==> config.mk <==
export PLATFORM = sky130hd
export DESIGN_NAME = fmp_queue
export DESIGN_NICKNAME = d
export VERILOG_FILES = /design/src/design/fmp_queue.sv
export SDC_FILE = /design/constraint.sdc
export NUM_CORES = 1
export LEC_CHECK = 0
export BUFFER_PORTS_ARGS = -buffer_cell sky130_fd_sc_hd__buf_2
export CAP_MARGIN = 30
export CORE_MARGIN = 4
export CORE_UTILIZATION = 47
export DETAILED_ROUTE_END_ITERATION = 10
export HOLD_SLACK_MARGIN = 0.06
export MAX_ROUTING_LAYER = met4
export PLACE_DENSITY = 0.86
export SLEW_MARGIN = 15
export SYNTH_ARGS = -nofsm -noshare
export SYNTH_HDL_FRONTEND = slang
export SYNTH_SLANG_ARGS = --single-unit
export TNS_END_PERCENT = 50
==> constraint.sdc <==
create_clock -name clk_i -period 2.25 [get_ports clk_i]
set_clock_uncertainty 0.1 [all_clocks]
set_input_delay 0.1125 -clock clk_i [delete_from_list [all_inputs] [get_ports clk_i]]
set_output_delay 0.1125 -clock clk_i [all_outputs]
set_load 0.1 [all_outputs]
==> src/design/fmp_queue.sv <==
// ----------------------------------------------------------------------------
// fmp_queue
// two-entry queue between front and back
// ----------------------------------------------------------------------------
`default_nettype none

module fmp_queue #(
  parameter int WIDTH = 32
) (
  input  wire logic             clk_i,
  input  wire logic             rst_ni,
  input  wire logic             push_i,
  input  wire logic [WIDTH-1:0] data_i,
  output      logic             full_o,
  input  wire logic             pop_i,
  output      logic [WIDTH-1:0] data_o,
  output      logic             empty_o
);

  logic [WIDTH-1:0] slot_q [2];
  logic             wr_ptr_q, rd_ptr_q;
  logic [1:0]       count_q;

  assign full_o  = count_q == 2'd2;
  assign empty_o = count_q == 2'd0;
  assign data_o  = slot_q[rd_ptr_q];

  always_ff @(posedge clk_i) begin
    if (push_i) begin
      slot_q[wr_ptr_q] <= data_i;
    end
  end

  always_ff @(posedge clk_i or negedge rst_ni) begin
    if (!rst_ni) begin
      wr_ptr_q <= 1'b0;
      rd_ptr_q <= 1'b0;
      count_q  <= 2'd0;
    end else begin
      if (push_i) wr_ptr_q <= ~wr_ptr_q;
      if (pop_i)  rd_ptr_q <= ~rd_ptr_q;
      if (push_i && !pop_i) begin
        count_q <= count_q + 2'd1;
      end else if (pop_i && !push_i) begin
        count_q <= count_q - 2'd1;
      end
    end
  end

endmodule

`default_nettype wire

-- Yosys cells after proc, flatten, opt, wreduce, memory -nomap -nowiden
Memories as Yosys holds them, arrays and structs flattened.
Index checks and enable logic that the tools add are counted.
- output and inout bits: 34
- word-level logic and storage cells: 19
- input port bits: 36
- memories kept: 1
- flip-flop bits (word level): 4
- ROM bits: 0
- RAM bits: 64
- latch bits: 0
- reductions and logical operators: 6
- $add $sub $neg: 2
- div/mod/pow operators: 0
- $mul: 0
- shift-type cells: 0
- equal/unequal tests: 1
- order comparisons: 0
- bitwise gates (word level): 2
- muxes and demuxes: 4
- memory list (name ; words ; bits a word ; rd ports ; clocked after memory_dff ; write ports ; RTL line ; source):
    slot_q ; 2 ; 32 ; 1 ; 0 ; 1 ; 20 ; logic [WIDTH-1:0] slot_q [2];
- operators with widths (kind ; number):
    2-bit 2-to-1 mux ; 2
    2-bit by 1-bit adder with 2-bit output (second input constant) ; 1
    2-bit equality test (second input constant) ; 1
    1-bit logical AND ; 2
    1-bit zero test ; 2
    2-bit zero test ; 1
    1-bit 2-to-1 mux ; 2
    1-bit NOT ; 2
    2-bit nonzero test ; 1
    2-bit by 1-bit subtractor with 2-bit output (second input constant) ; 1

-- Logic depth before layout (Yosys ltp)
- depth in word-level cells: 4
- gate-level depth with buffers: 5
- depth with buffers taken out: 5

-- Worst setup path before layout
No wires, ideal clock.
- path type: register -> register
- start: register wr_ptr_q
- end: memory slot_q[0][0] (enable)
- path buffers: 0
- period minus slack after synthesis: 2.367 ns
- arrival time: 1.842 ns
- stages on the path, launching flop included: 2
- data required time: 1.725 ns
- slack: -0.117 ns
- setup time: 0.425 ns
- path through: dfrtp_1 > nor2b_1
- RTL lines (element ; RTL line ; source):
    from (decl) ; 21 ; logic wr_ptr_q, rd_ptr_q;
    from (signal assigned) ; 40 ; if (push_i) wr_ptr_q <= ~wr_ptr_q;
    to (decl) ; 20 ;
Straight into the memory's write port.

-- Final worst setup path
- start: register rd_ptr_q
- end: output data_o[29]
- longest elaborated chain between the ends: 1
- ends and longest elaborated chain (element ; RTL line ; source):
    from (decl) ; 21 ;
    from (signal assigned) ; 41 ; if (pop_i) rd_ptr_q <= ~rd_ptr_q;
    memory 2 x 32 bit ; n/a ;
    to (decl) ; 16 ; output logic [WIDTH-1:0] data_o,
No other way between the ends.

==> results.txt <==
Status = finished, final reports clean
Cells on worst reg2reg path = 2
Worst-path clk slew = 0.07 ns
Drt wl/cell = 15.0 microns
Final Max Tran Viols = 0
Layout cell share with drive strength beyond 1 = 50.8%
Starting Density = 48.4%
Hold Crit Class = reg -> reg
Final hold violations = 0
Worst R2R End = slot_q[0][27]$_DFFE_PP_
Fmax = 526 MHz
GR Util All Layers = 15.1%
Max-Cap Viols = 0
Synth warn = 0
Number of vias per cell = 4.60
Post-CTS Hold Buffers = 36
Period utilization = 84.5%
Antenna diodes = 0
Crit path max-delay cell type = mux2_2
First-pass detailed-route iteration total = 4
DIE HEIGHT = 83.1 microns
Worst rel slew slack = 66.5%
First-pass GRT wire length = 7.76 mm
Die Area = 0.00690 sq mm
Levels on crit path = 3
Filler-free cell count of the finished design = 310
Setup total negative slack = 0 ns
R2r setup slk = 0.86 ns
Post-CTS setup buffers = 0
Reg-to-Reg Start = wr_ptr_q$_DFFE_PN0P_
Post_cts resized = 0
Port-buffer cells = 69
Core footprint = 0.00547 sq mm
Register bit total from synthesis = 68
Die width = 83.1 microns
I/O Pins = 70
Unrepaired setup endpoints after global routing = no
TritonCTS clock tree = yes
Startpoint Class = flop
Post-synthesis net count = 153
Slew @ Worst Pin = 0.505 ns
Initial antenna violation count = 0
Cell Chain, Critical Path = buf_4 -> mux2_2 -> buf_2
Synth Area per Inst = 22.8 sq um
Post-synthesis sequential area ratio = 76.3%
Fraction of registers with async set or reset after synthesis = 5.88%
Critical path buffers and inverters = 2
Post-Synthesis Cells = 116
Hold slack = 0.400 ns
Critical-path maximum fanout = 19
Clk buf depth = 2
Most frequent cell after synthesis = edfxtp_1
EDFF count, synth = 64
Clock buffer count from CTS = 9
Crit. End Element = output pin
Synth cell count leaders = edfxtp_1, mux2_4, dfrtp_1, xor2_1
GPL Wtd Cong = 0.736
ANT nets after route = 0
Drt drc = 0
Sink Count = 68
Synth area leader = edfxtp_1
Drt total wl = 4.64 mm
Top cell type's share of synthesized area = 72.6%
Vias in the first global route = 1556
Area Growth Syn to Fin = 35.5%
Hold depth = 1
Setup violators final = 0
Final net count = 270
Cell family with most CP delay = buffers and inverters
Total grt overflow = 0
Dpl cells = 258
Total number of vias = 1426
Root Buffer Master = clkbuf_8
Hold Crit Start = count_q[1]$_DFFE_PN0P_
Post-Syn Area = 0.00265 sq mm
Top post-synthesis cells by area = edfxtp_1, mux2_4, dfrtp_1, buf_12, xor2_1
Min Clock Period, post-route = 1.90 ns
Ys flop type = edfxtp_1
Largest net degree at the start of global routing = 23
Initial drt markers = 62
Worst skew pair latency = 0.32 ns
Dpl hpwl = 3.11 mm
CP Data Required Time = 2.04 ns
Crit path arrival time = 1.69 ns
Std cell rows = 27
Worst min-delay path endpoint = count_q[1]$_DFFE_PN0P_
CTS HTree Levels = 3
Crit Path Class = reg -> out
Cell variety after synth = 13
Worst stage delay on the critical path = 0.39 ns
==> per-stage QoR <==
| stage | setup WS [ns] | instance area [sq um] | utilization (%) |
|---|---|---|---|
| 2_1_floorplan | 0.284 | 2650 | - |
| 3_3_place_gp | 0.728 | 3070 | 56.1 |
| 3_5_place_dp | 0.693 | 3070 | 56.1 |
| 4_1_cts | 0.319 | 3590 | 65.6 |
| 5_1_grt | 0.285 | 3590 | 65.6 |
| 6_report | 0.349 | 3590 | 65.6 |
==> state kept, by name (all words and copies together) (netlist names) <==
name and count:
count_q 2, rd_ptr_q 1, wr_ptr_q 1, slot_q 64
==> how the worst max path moves through the flow <==
| stage | from | endpoint | slack, ns |
|---|---|---|---|
| global route | rd_ptr_q$_DFFE_PN0P_ | data_o[25] | 0.28 |
| global placement | rd_ptr_q$_DFFE_PN0P_ | data_o[24] | 0.73 |
| floorplan | count_q[0]$_DFFE_PN0P_ | full_o | 0.28 |
| finish | rd_ptr_q$_DFFE_PN0P_ | data_o[29] | 0.35 |
| detailed placement | rd_ptr_q$_DFFE_PN0P_ | data_o[25] | 0.69 |
| CTS | rd_ptr_q$_DFFE_PN0P_ | data_o[25] | 0.32 |
==> layout make-up <==
cell class	instances	area, sq um
sequential	68	2020
fill	375	1880
timing repair buffer	110	756
clock inverter	7	33.8
multi-input combinational	43	559
clock buffer	9	124
tap	72	90.1
inverter	1	3.75
==> cell usage in the layout (no fill, tap or decap), types with 2 or more instances in the layout <==
cell type       n
buf_2          69
edfxtp_1       64
dlygate4sd3_1  36
mux2_4         29
clkbuf_8        9
xor2_1          4
buf_4           4
mux2_2          3
clkinv_1        3
clkinv_2        3
dfrtp_1         3
nor2_1          2
==> cell families (layout without fill, tap and decap cells) <==
| kind of cell | after synthesis | after routing | share of synthesized area [%] |
|---|---|---|---|
| flip-flops | 68 | 68 | 76.3 |
| AND/OR/NAND/NOR | 5 | 5 | 0.992 |
| multiplexers | 32 | 32 | 17.7 |
| buffers and inverters | 5 | 127 | 2.83 |
| XOR/XNOR | 5 | 5 | 1.65 |
| adder cells (fa/ha/maj) | 1 | 1 | 0.472 |
==> routing by layer <==
layer / up-vias / part of all wire (%) / GRT usage [%]
met2: 45 / 54 / 24.4
met5: - / 0 / -
met3: 7 / 3.8 / 2.58
met1: 690 / 41 / 17.7
met4: 0 / 1.7 / 9.21
li1: 684 / - / -
==> worst register-to-register path, delay by kind of cell (launching register included) <==
family | cells | cell delay (ns)
simple gates | 1 | 0.34
buf+inv | 1 | 0.23
flops | 1 | 0.42
Power is left out: the tool's default activity adds up to more than one toggle a clock period on the data nets, which glitch-free logic cannot reach.
