`config.mk`:
```
export PLATFORM = sky130hd
export DESIGN_NAME = fmp_front
export DESIGN_NICKNAME = d
export VERILOG_FILES = /design/src/design/fmp_pkg.sv /design/src/design/fmp_front.sv
export SDC_FILE = /design/constraint.sdc
export NUM_CORES = 2
export LEC_CHECK = 0
export BUFFER_PORTS_ARGS = -buffer_cell sky130_fd_sc_hd__buf_2
export CAP_MARGIN = 40
export CORE_ASPECT_RATIO = 1.2
export CORE_MARGIN = 5
export CORE_UTILIZATION = 55
export CTS_BUF_LIST = sky130_fd_sc_hd__clkbuf_8
export CTS_CLUSTER_DIAMETER = 60
export DETAILED_ROUTE_END_ITERATION = 12
export GPL_TIMING_DRIVEN = 0
export PLACE_DENSITY = 0.87
export SLEW_MARGIN = 20
export SYNTH_ARGS = -nofsm -noshare
export SYNTH_HDL_FRONTEND = slang
export SYNTH_SLANG_ARGS = --single-unit
```
`constraint.sdc`:
```
create_clock -name clk_i -period 7.55 [get_ports clk_i]
set_input_delay 1.51 -clock clk_i [delete_from_list [all_inputs] [get_ports clk_i]]
set_output_delay 1.51 -clock clk_i [all_outputs]
set_load 0.01 [all_outputs]
```
`src/design/fmp_pkg.sv`:
```
// ----------------------------------------------------------------------------
// fmp_pkg
// shared types and codes of the fractional max pooling block
// ----------------------------------------------------------------------------
`default_nettype none

package fmp_pkg;

  // request codes
  localparam logic [1:0] REQ_SAMPLE = 2'd0;
  localparam logic [1:0] REQ_PIXEL  = 2'd1;
  localparam logic [1:0] REQ_QUERY  = 2'd2;

  // configuration register indexes
  localparam logic [2:0] CFG_IN_H   = 3'd0;
  localparam logic [2:0] CFG_IN_W   = 3'd1;
  localparam logic [2:0] CFG_OUT_H  = 3'd2;
  localparam logic [2:0] CFG_OUT_W  = 3'd3;
  localparam logic [2:0] CFG_POOL_H = 3'd4;
  localparam logic [2:0] CFG_POOL_W = 3'd5;

  localparam int IDX_BITS  = 13;
  localparam int WIN_BITS  = 13;
  localparam int STEP_BITS = 22;

  typedef enum logic [1:0] {
    ST_OK    = 2'd0,
    ST_COORD = 2'd1,
    ST_SIZE  = 2'd2
  } status_e;

  typedef struct packed {
    logic [6:0] in_h;
    logic [6:0] in_w;
    logic [6:0] out_h;
    logic [6:0] out_w;
    logic [4:0] pool_h;
    logic [4:0] pool_w;
  } cfg_t;

  // descriptor of one queued job
  typedef struct packed {
    logic                is_query;
    status_e             status;
    logic [WIN_BITS-1:0] h0;
    logic [WIN_BITS-1:0] w0;
  } desc_t;

endpackage

`default_nettype wire

```
`src/design/fmp_front.sv`:
```
// ----------------------------------------------------------------------------
// fmp_front
// accepts requests, computes steps and window starts, queues jobs
// ----------------------------------------------------------------------------
`default_nettype none

module fmp_front #(
  parameter int MAX_ROWS   = 64,
  parameter int MAX_COLS   = 64,
  parameter int MAX_POOL   = 16,
  parameter int VALUE_BITS = 16,
  parameter int AW         = 12,
  parameter int QW         = 57
) (
  input  wire logic                  clk_i,
  input  wire logic                  rst_ni,
  input  wire fmp_pkg::cfg_t         cfg_i,
  input  wire logic                  in_valid_i,
  output      logic                  in_stall_o,
  input  wire logic [1:0]            req_type_i,
  input  wire logic [15:0]           sample_w_i,
  input  wire logic [15:0]           sample_h_i,
  input  wire logic [5:0]            row_pos_i,
  input  wire logic [5:0]            col_pos_i,
  input  wire logic [VALUE_BITS-1:0] pix_value_i,
  output      logic                  q_push_o,
  output      logic [QW-1:0]         q_data_o,
  input  wire logic                  q_full_i
);

  typedef enum logic [1:0] {F_IDLE, F_DIV, F_MUL, F_PUSH} state_e;

  state_e state_q;
  logic [15:0] off_w_q, off_h_q;
  logic [fmp_pkg::STEP_BITS-1:0] step_w_q, step_h_q;
  logic [4:0] cnt_q;
  logic [5:0] row_q, col_q;
  logic is_query_q;
  fmp_pkg::status_e status_q;
  logic [AW-1:0] addr_q;
  logic [VALUE_BITS-1:0] value_q;
  logic [43:0] prod_q;
  logic [11:0] hi_ha_q, hi_hb_q, hi_wa_q, hi_wb_q;

  // divider state, one axis per set
  logic [22:0] num_h_q, num_w_q, quo_h_q, quo_w_q;
  logic [7:0]  rem_h_q, rem_w_q;
  logic [6:0]  den_h_q, den_w_q;
  logic        zero_h_q, zero_w_q;

  logic [7:0]  rsh_h, rsh_w, rem_h_d, rem_w_d;
  logic        ge_h, ge_w;
  logic [21:0] mul_a, mul_b;
  logic [43:0] mul_p;
  logic        accept, sizes_bad;
  logic [7:0]  span_h, span_w;
  fmp_pkg::desc_t desc;

  assign in_stall_o = state_q != F_IDLE;
  assign accept     = in_valid_i && !in_stall_o;

  always_comb begin
    rsh_h   = {rem_h_q[6:0], num_h_q[22]};
    rsh_w   = {rem_w_q[6:0], num_w_q[22]};
    ge_h    = rsh_h >= {1'b0, den_h_q};
    ge_w    = rsh_w >= {1'b0, den_w_q};
    rem_h_d = ge_h ? rsh_h - {1'b0, den_h_q} : rsh_h;
    rem_w_d = ge_w ? rsh_w - {1'b0, den_w_q} : rsh_w;
  end

  always_comb begin
    unique case (cnt_q[1:0])
      2'd0: begin mul_a = {row_q, off_h_q};  mul_b = step_h_q; end
      2'd1: begin mul_a = {6'd0, off_h_q};   mul_b = step_h_q; end
      2'd2: begin mul_a = {col_q, off_w_q};  mul_b = step_w_q; end
      default: begin mul_a = {6'd0, off_w_q}; mul_b = step_w_q; end
    endcase
  end
  assign mul_p = 44'(mul_a) * 44'(mul_b);

  always_comb begin
    span_h    = 8'(cfg_i.out_h) + 8'(cfg_i.pool_h) - 8'd1;
    span_w    = 8'(cfg_i.out_w) + 8'(cfg_i.pool_w) - 8'd1;
    sizes_bad = (cfg_i.in_h == 7'd0) || (cfg_i.in_h > 7'd64)
             || (32'(cfg_i.in_h) > MAX_ROWS)
             || (cfg_i.in_w == 7'd0) || (cfg_i.in_w > 7'd64)
             || (32'(cfg_i.in_w) > MAX_COLS)
             || (cfg_i.out_h == 7'd0) || (cfg_i.out_h > 7'd64)
             || (cfg_i.out_w == 7'd0) || (cfg_i.out_w > 7'd64)
             || (cfg_i.pool_h == 5'd0) || (cfg_i.pool_h > 5'd16)
             || (32'(cfg_i.pool_h) > MAX_POOL)
             || (cfg_i.pool_w == 5'd0) || (cfg_i.pool_w > 5'd16)
             || (32'(cfg_i.pool_w) > MAX_POOL)
             || (span_h > 8'(cfg_i.in_h)) || (span_w > 8'(cfg_i.in_w));
  end

  // window start, last output position pinned to in - pool
  always_comb begin
    desc.is_query = is_query_q;
    desc.status   = status_q;
    if ({1'b0, row_q} == cfg_i.out_h - 7'd1) begin
      desc.h0 = 13'(cfg_i.in_h - 7'(cfg_i.pool_h));
    end else begin
      desc.h0 = 13'(hi_ha_q - hi_hb_q);
    end
    if ({1'b0, col_q} == cfg_i.out_w - 7'd1) begin
      desc.w0 = 13'(cfg_i.in_w - 7'(cfg_i.pool_w));
    end else begin
      desc.w0 = 13'(hi_wa_q - hi_wb_q);
    end
  end

  assign q_push_o = (state_q == F_PUSH) && !q_full_i;
  assign q_data_o = {desc, addr_q, value_q};

  always_ff @(posedge clk_i or negedge rst_ni) begin
    if (!rst_ni) begin
      state_q    <= F_IDLE;
      off_w_q    <= '0;
      off_h_q    <= '0;
      step_w_q   <= '0;
      step_h_q   <= '0;
      cnt_q      <= '0;
      row_q      <= '0;
      col_q      <= '0;
      is_query_q <= 1'b0;
      status_q   <= fmp_pkg::ST_OK;
      addr_q     <= '0;
      value_q    <= '0;
      prod_q     <= '0;
      hi_ha_q    <= '0;
      hi_hb_q    <= '0;
      hi_wa_q    <= '0;
      hi_wb_q    <= '0;
      num_h_q    <= '0;
      num_w_q    <= '0;
      quo_h_q    <= '0;
      quo_w_q    <= '0;
      rem_h_q    <= '0;
      rem_w_q    <= '0;
      den_h_q    <= '0;
      den_w_q    <= '0;
      zero_h_q   <= 1'b0;
      zero_w_q   <= 1'b0;
    end else begin
      unique case (state_q)
        F_IDLE: begin
          if (accept) begin
            row_q   <= row_pos_i;
            col_q   <= col_pos_i;
            value_q <= pix_value_i;
            addr_q  <= AW'(32'(row_pos_i) * MAX_COLS + 32'(col_pos_i));
            cnt_q   <= '0;
            unique case (req_type_i)
              fmp_pkg::REQ_SAMPLE: begin
                off_w_q  <= sample_w_i;
                off_h_q  <= sample_h_i;
                num_h_q  <= {cfg_i.in_h - 7'(cfg_i.pool_h), 16'd0};
                num_w_q  <= {cfg_i.in_w - 7'(cfg_i.pool_w), 16'd0};
                den_h_q  <= cfg_i.out_h - 7'd1;
                den_w_q  <= cfg_i.out_w - 7'd1;
                zero_h_q <= (cfg_i.out_h < 7'd2) || (cfg_i.in_h < 7'(cfg_i.pool_h));
                zero_w_q <= (cfg_i.out_w < 7'd2) || (cfg_i.in_w < 7'(cfg_i.pool_w));
                rem_h_q  <= '0;
                rem_w_q  <= '0;
                quo_h_q  <= '0;
                quo_w_q  <= '0;
                state_q  <= F_DIV;
              end
              fmp_pkg::REQ_PIXEL: begin
                is_query_q <= 1'b0;
                status_q   <= fmp_pkg::ST_OK;
                if ((32'(row_pos_i) < MAX_ROWS) && (32'(col_pos_i) < MAX_COLS)) begin
                  state_q <= F_PUSH;
                end
              end
              fmp_pkg::REQ_QUERY: begin
                is_query_q <= 1'b1;
                if (sizes_bad) begin
                  status_q <= fmp_pkg::ST_SIZE;
                  state_q  <= F_PUSH;
                end else if (({1'b0, row_pos_i} >= cfg_i.out_h)
                          || ({1'b0, col_pos_i} >= cfg_i.out_w)) begin
                  status_q <= fmp_pkg::ST_COORD;
                  state_q  <= F_PUSH;
                end else begin
                  status_q <= fmp_pkg::ST_OK;
                  state_q  <= F_MUL;
                end
              end
              default: begin
              end
            endcase
          end
        end
        F_DIV: begin
          rem_h_q <= rem_h_d;
          rem_w_q <= rem_w_d;
          num_h_q <= {num_h_q[21:0], 1'b0};
          num_w_q <= {num_w_q[21:0], 1'b0};
          quo_h_q <= {quo_h_q[21:0], ge_h};
          quo_w_q <= {quo_w_q[21:0], ge_w};
          if (cnt_q == 5'd22) begin
            step_h_q <= zero_h_q ? '0 : {quo_h_q[20:0], ge_h};
            step_w_q <= zero_w_q ? '0 : {quo_w_q[20:0], ge_w};
            state_q  <= F_IDLE;
          end else begin
            cnt_q <= cnt_q + 5'd1;
          end
        end
        F_MUL: begin
          prod_q <= mul_p;
          unique case (cnt_q)
            5'd1:    hi_ha_q <= prod_q[43:32];
            5'd2:    hi_hb_q <= prod_q[43:32];
            5'd3:    hi_wa_q <= prod_q[43:32];
            5'd4:    hi_wb_q <= prod_q[43:32];
            default: begin
            end
          endcase
          if (cnt_q == 5'd4) begin
            state_q <= F_PUSH;
          end else begin
            cnt_q <= cnt_q + 5'd1;
          end
        end
        default: begin
          if (!q_full_i) state_q <= F_IDLE;
        end
      endcase
    end
  end

endmodule

`default_nettype wire

```
### Word level (Yosys, flattened, before mapping)

Index checks and enable logic that the tools add are counted.

| cells by class | value |
|---|---|
| $add $sub $neg | 16 |
| $mul | 1 |
| order comparisons | 20 |
| eq/ne operators | 22 |
| mux-type cells | 38 |
| reductions and logical operators | 49 |

Operators by type and width:

| cell | number |
|---|---|
| two-way mux 23 bit | 4 |
| case mux 23 bit (2 select lines) | 2 |
| case mux 21 bit (2 select lines) | 2 |
| two-way mux 22 bit | 3 |
| case mux 22 bit (3 select lines) | 1 |
| multiplier 22 x 22 -> 44 bit | 1 |
| greater-than comparator 7 bit, second input constant | 6 |
| two-way mux 21 bit | 2 |
| zero test 7 bit | 4 |
| two-way mux 7 bit | 4 |
| case mux 7 bit (2 select lines) | 2 |
| two-way mux 13 bit | 2 |
| subtractor 12 x 12 -> 13 bit | 2 |
| greater-than comparator 5 bit, second input constant | 4 |
| logical OR 1 bit | 20 |
| adder 7 x 5 -> 8 bit | 2 |
| >= comparator 8 x 7 -> 1 bit | 2 |
| greater-than comparator 8 x 7 -> 1 bit | 2 |
| subtractor 7 x 5 -> 8 bit | 2 |
| subtractor 8 x 1 -> 8 bit, second input constant | 2 |
| two-way mux 5 bit | 3 |
| case mux 5 bit (3 select lines) | 1 |
| equality test 6 x 7 -> 1 bit | 2 |
| >= comparator 6 x 7 -> 1 bit | 2 |
| 32 further kinds | 69 |

| storage, ports and cells | value |
|---|---|
| register bits after elaboration | 336 |
| input bits | 104 |
| output and inout port bits | 59 |
| word-level logic and storage cells | 173 |

### Longest topological paths before layout

| logic depth | value |
|---|---|
| word-level depth | 22 |
| mapped depth | 31 |
| depth with buffers taken out | 26 |

### Worst setup path before layout

Ideal clock, no wire load.

| timing | value |
|---|---|
| path type | register to register |
| from | register cnt_q[0] |
| to | register prod_q[40] |
| setup time | 0.125 ns |
| data arrival time | 7.908 ns |
| data required time | 7.425 ns |
| path slack | -0.483 ns |
| stages on the path, launching flop included | 28 |
| path buffers | 2 |
| period minus slack after synthesis | 8.033 ns |
| cells stage by stage | dfrtp_1 > inv_1 > ha_1 > nor2_2 > clkbuf_1 > mux2i_1 > clkbuf_1 > nor2_1 > fa_1 > fa_1 > inv_1 > fa_1 > inv_1 > fa_1 > inv_1 > fa_1 > inv_1 > fa_1 > fa_1 > ha_1 > nand3_1 > nor4_1 > o31a_1 > a311oi_4 > o32a_1 > a31oi_2 > xor2_1 > mux2_2 |

| on the way | value |
|---|---|
| cells in the longest elaborated chain, start to end | 4 |
| elaborated cells on any way between the ends | 7 |
| those cells by class | mul (1); eq/ne (2); mux (2); reduce/logical (2) |

RTL lines:

| element | line | RTL |
|---|---|---|
| start: declaration | fmp_front.sv:36 | `logic [4:0] cnt_q;` |
| start signal: assignment | fmp_front.sv:208 | `cnt_q <= cnt_q + 5'd1;` |
| start signal: assignment | fmp_front.sv:224 | `cnt_q <= cnt_q + 5'd1;` |
| equality test 2 x 1 -> 1 bit / zero test 2 bit (equally long branches) | fmp_front.sv:72 | `unique case (cnt_q[1:0])` |
| OR reduction 2 bit (no line) | -- |  |
| two-way mux 22 bit | fmp_front.sv:72 |  |
| multiplier 22 x 22 -> 44 bit * | fmp_front.sv:79 | `assign mul_p = 44'(mul_a) * 44'(mul_b);` |
| end signal: assignment | fmp_front.sv:212 | `prod_q <= mul_p;` |
| end: declaration | fmp_front.sv:42 | `logic [43:0] prod_q;` |

Mark *: on every way between the ends. The rest lies on a longest branch, timed or not.
A chain may end at the register's enable or synchronous reset.

### Worst setup path in the final report

| timing | value |
|---|---|
| from | register cnt_q[1] |
| to | register prod_q[33] |

Same word-level chain as after synthesis.

==> metrics.txt <==
P_int=0.00408 W; Root Buffer=clkbuf_8; Synth area leaders=fa_1 (27%), dfrtp_1 (22%), ha_1 (11%), inv_1 (6.6%), nand2_1 (5.8%); Synth Net Count=4025; Sw Ratio=0.465; Final WS setup=-0.501 ns; worst-path fanout max=10; Hold Buf Count CTS=0; DRT antenna net count=0; initial antenna violation count=3; Largest stage delay, worst path=0.59 ns; hold-critical path depth=2; Initial Util=0.555; Slew Limit Headroom=0.402; Sequential Power Share=0.265; synth unique cells=73; post-synthesis cell area=29800 µm²; largest net degree at the start of global routing=98; Total Routing Usage GR=0.312; CTS buffer count=45; Synth Warn #=0; Clock Skews=0.0455 ns; # DRC=0; Worst EP required=8.05 ns; row count=93; die area=59000 µm²; I/O Buffers=162; CP Capture Type=flop; Net Switching=0.00354 W; Max-cap violations=0; DP Area=31800 µm²; worst slew pin tran=0.872 ns; final design area excluding fillers=34600 µm²; Gate Count Post-Synth=3247; Period Utilization, post-route=1.07; global-route wire length before repair=145000 µm; Crit Path Class=flop to flop; failing checks=negative setup slack; most frequent CP cell=fa_1; VDD IR max=0.249 mV; GP Congestion=1.03; cell area power density=220 nW/µm²; vias=25759; Lkg Pwr=17.2 nW; number of flops mapped to enable cells by yosys=0; Finish-stage setup viols=12; area grow syn2layout=16.0%; area leader, netlist=fa_1; syn avg cell area=9.19 µm²; vias in the first global route=27325; worst hold margin=0.483 ns; critical path arrival=8.55 ns; GRT overflow=0; Die X=223 µm; Clk pwr share=0.173; number of clock sinks=260; FFs w/ async S/R, synth=1.00; CP Launch Type=flop; sequential-to-total area share from yosys stat=0.218; H-tree levels=2; drt pass-1 iters=9; Worst-Skew Late Latency=0.66 ns; Combinational Power Share=0.562; clk slew on worst S/H paths=0.07 ns; Die H=265 µm; min-delay worst type=flop to flop; Final Critical Period=8.05 ns; status=complete, but fails checks; 1st-iter DRT viols=2334; core area=53800 µm²; top_reg_cell synth=dfrtp_1; CTS tree=yes; setup_tns=-4.13 ns; io pins=163; CP max stage cell=fa_1; Worst Reg-to-Reg Cells=28; Synth Register Bits=260; fraction of layout cells with a size suffix above 1=0.184; Final #Nets=4323; drt total wl=95200 µm; RSZ-0062 raised after global routing=true; FMAX=124 MHz; hpwl dp=70800 µm; Hold Fails Final Rpt=0; Synth top area share=0.271; CTS max path bufs=3; reg2reg setup slack=-0.50 ns; final max-slew violation count=0; Avg WL per Cell=22.2 µm; Via-to-Cell Ratio=6.00
synthesized netlist by cell type, drive strengths merged (28+ instances only):
cell type,instances
nand3,30
nand2b,62
nor2,309
dfrtp,260
a21o,39
clkbuf,134
mux2i,28
mux2,132
fa,404
nand2,458
ha,270
inv,523
a21oi,68
xnor2,52
o21ai,185
logic make-up after synthesis:
logic type | count (synthesis) | synth area share
simple gates | 973 | 0.139
fa+ha+maj | 674 | 0.384
buf+inv | 668 | 0.0847
compound gates | 438 | 0.0930
flops | 260 | 0.218
mux | 160 | 0.0592
xor+xnor | 74 | 0.0217
per-layer routing:
metal	GRT usage	part of all wire
met5	0.00161	0.00013
met4	0.247	0.10
met3	0.0805	0.10
met2	0.511	0.46
met1	0.345	0.33
cell usage in the layout (no fill, tap or decap), drive strengths merged, types with 4 or more instances in the layout:
cell type	instances
inv	542
nand2	458
fa	404
nor2	309
buf	293
ha	270
dfrtp	260
o21ai	185
clkbuf	156
mux2	132
a21oi	68
nand2b	62
xnor2	52
a21o	39
nand3	30
mux2i	28
nor3	26
a22oi	24
xor2	22
a22o	22
nor2b	21
nand4	19
a211oi	13
and2	11
o21a	9
or2	9
o31ai	9
nor4	9
o22ai	8
o21bai	8
or3	7
a31oi	6
clkinv	6
o211ai	5
a21boi	5
a2111oi	5
a211o	4
a221oi	4
state kept, by name, indices dropped and copies added (netlist names), 6 cells and up:
name	cells
den_h_q	7
den_w_q	7
hi_ha_q	12
hi_hb_q	12
hi_wa_q	12
hi_wb_q	12
num_h_q	7
num_w_q	7
off_h_q	16
off_w_q	16
prod_q	12
quo_h_q	21
quo_w_q	21
rem_h_q	7
rem_w_q	7
row_q	6
step_h_q	22
step_w_q	22
value_q	16
through the flow:
step,setup slack (ns),cells,total power (W),utilization
floorplan,-0.000143,3247,0.00414,-
global placement,-2.51,4121,0.00533,0.588
detailed placement,-1.84,4137,0.00544,0.591
CTS,-0.419,4257,0.00723,0.631
global route,-0.643,4291,0.00794,0.644
finish,-0.501,4293,0.00762,0.644
critical path, delay by kind of cell (launching register included):
family          cells  cell delay (ns)
fa+ha+maj           9             4.04
mux                 2             0.63
compound gates      5             1.05
xor+xnor            1             0.17
buf+inv             8             1.01
flops               1             0.48
simple gates        3             0.53
layout make-up:
cell class,instances,area (µm²)
fill,4007,19100
clock buffer,53,729
buffer,130,943
antenna,3,7.51
sequential,260,6510
clock inverter,27,174
timing repair buffer,266,1820
inverter,523,1970
multi-input combinational,2319,21600
tap,712,891
path summary, 6_finish.rpt:
path | startpoint | end
max in group asynchronous | rst_ni | step_h_q[15]
min in group asynchronous | rst_ni | hi_wb_q[9]
min reg2reg | den_w_q[6] | den_w_q[6]
max reg2reg | cnt_q[1] | prod_q[33]
min | den_w_q[6] | den_w_q[6]
max | cnt_q[1] | prod_q[33]
power by group through the flow:
stage          clock network, W  registers, W  logic (W)
3_5_place_dp                  0       0.00199    0.00345
4_1_cts                 0.00133       0.00199    0.00392
6_report                0.00132       0.00202    0.00428
3_3_place_gp                  0       0.00198    0.00335
2_1_floorplan                 0       0.00194    0.00220
5_1_grt                 0.00139       0.00205    0.00450
what timing repair did:
item / 4_1_cts / 5_1_grt
setup buffers: 46 / 40
endpoints found under the setup margin: 12 / 12
pin swaps: 42 / 57
resized for setup: 215 / 131
cloned: 3 / 1
No activity file was read; power rests on OpenSTA's default activity.
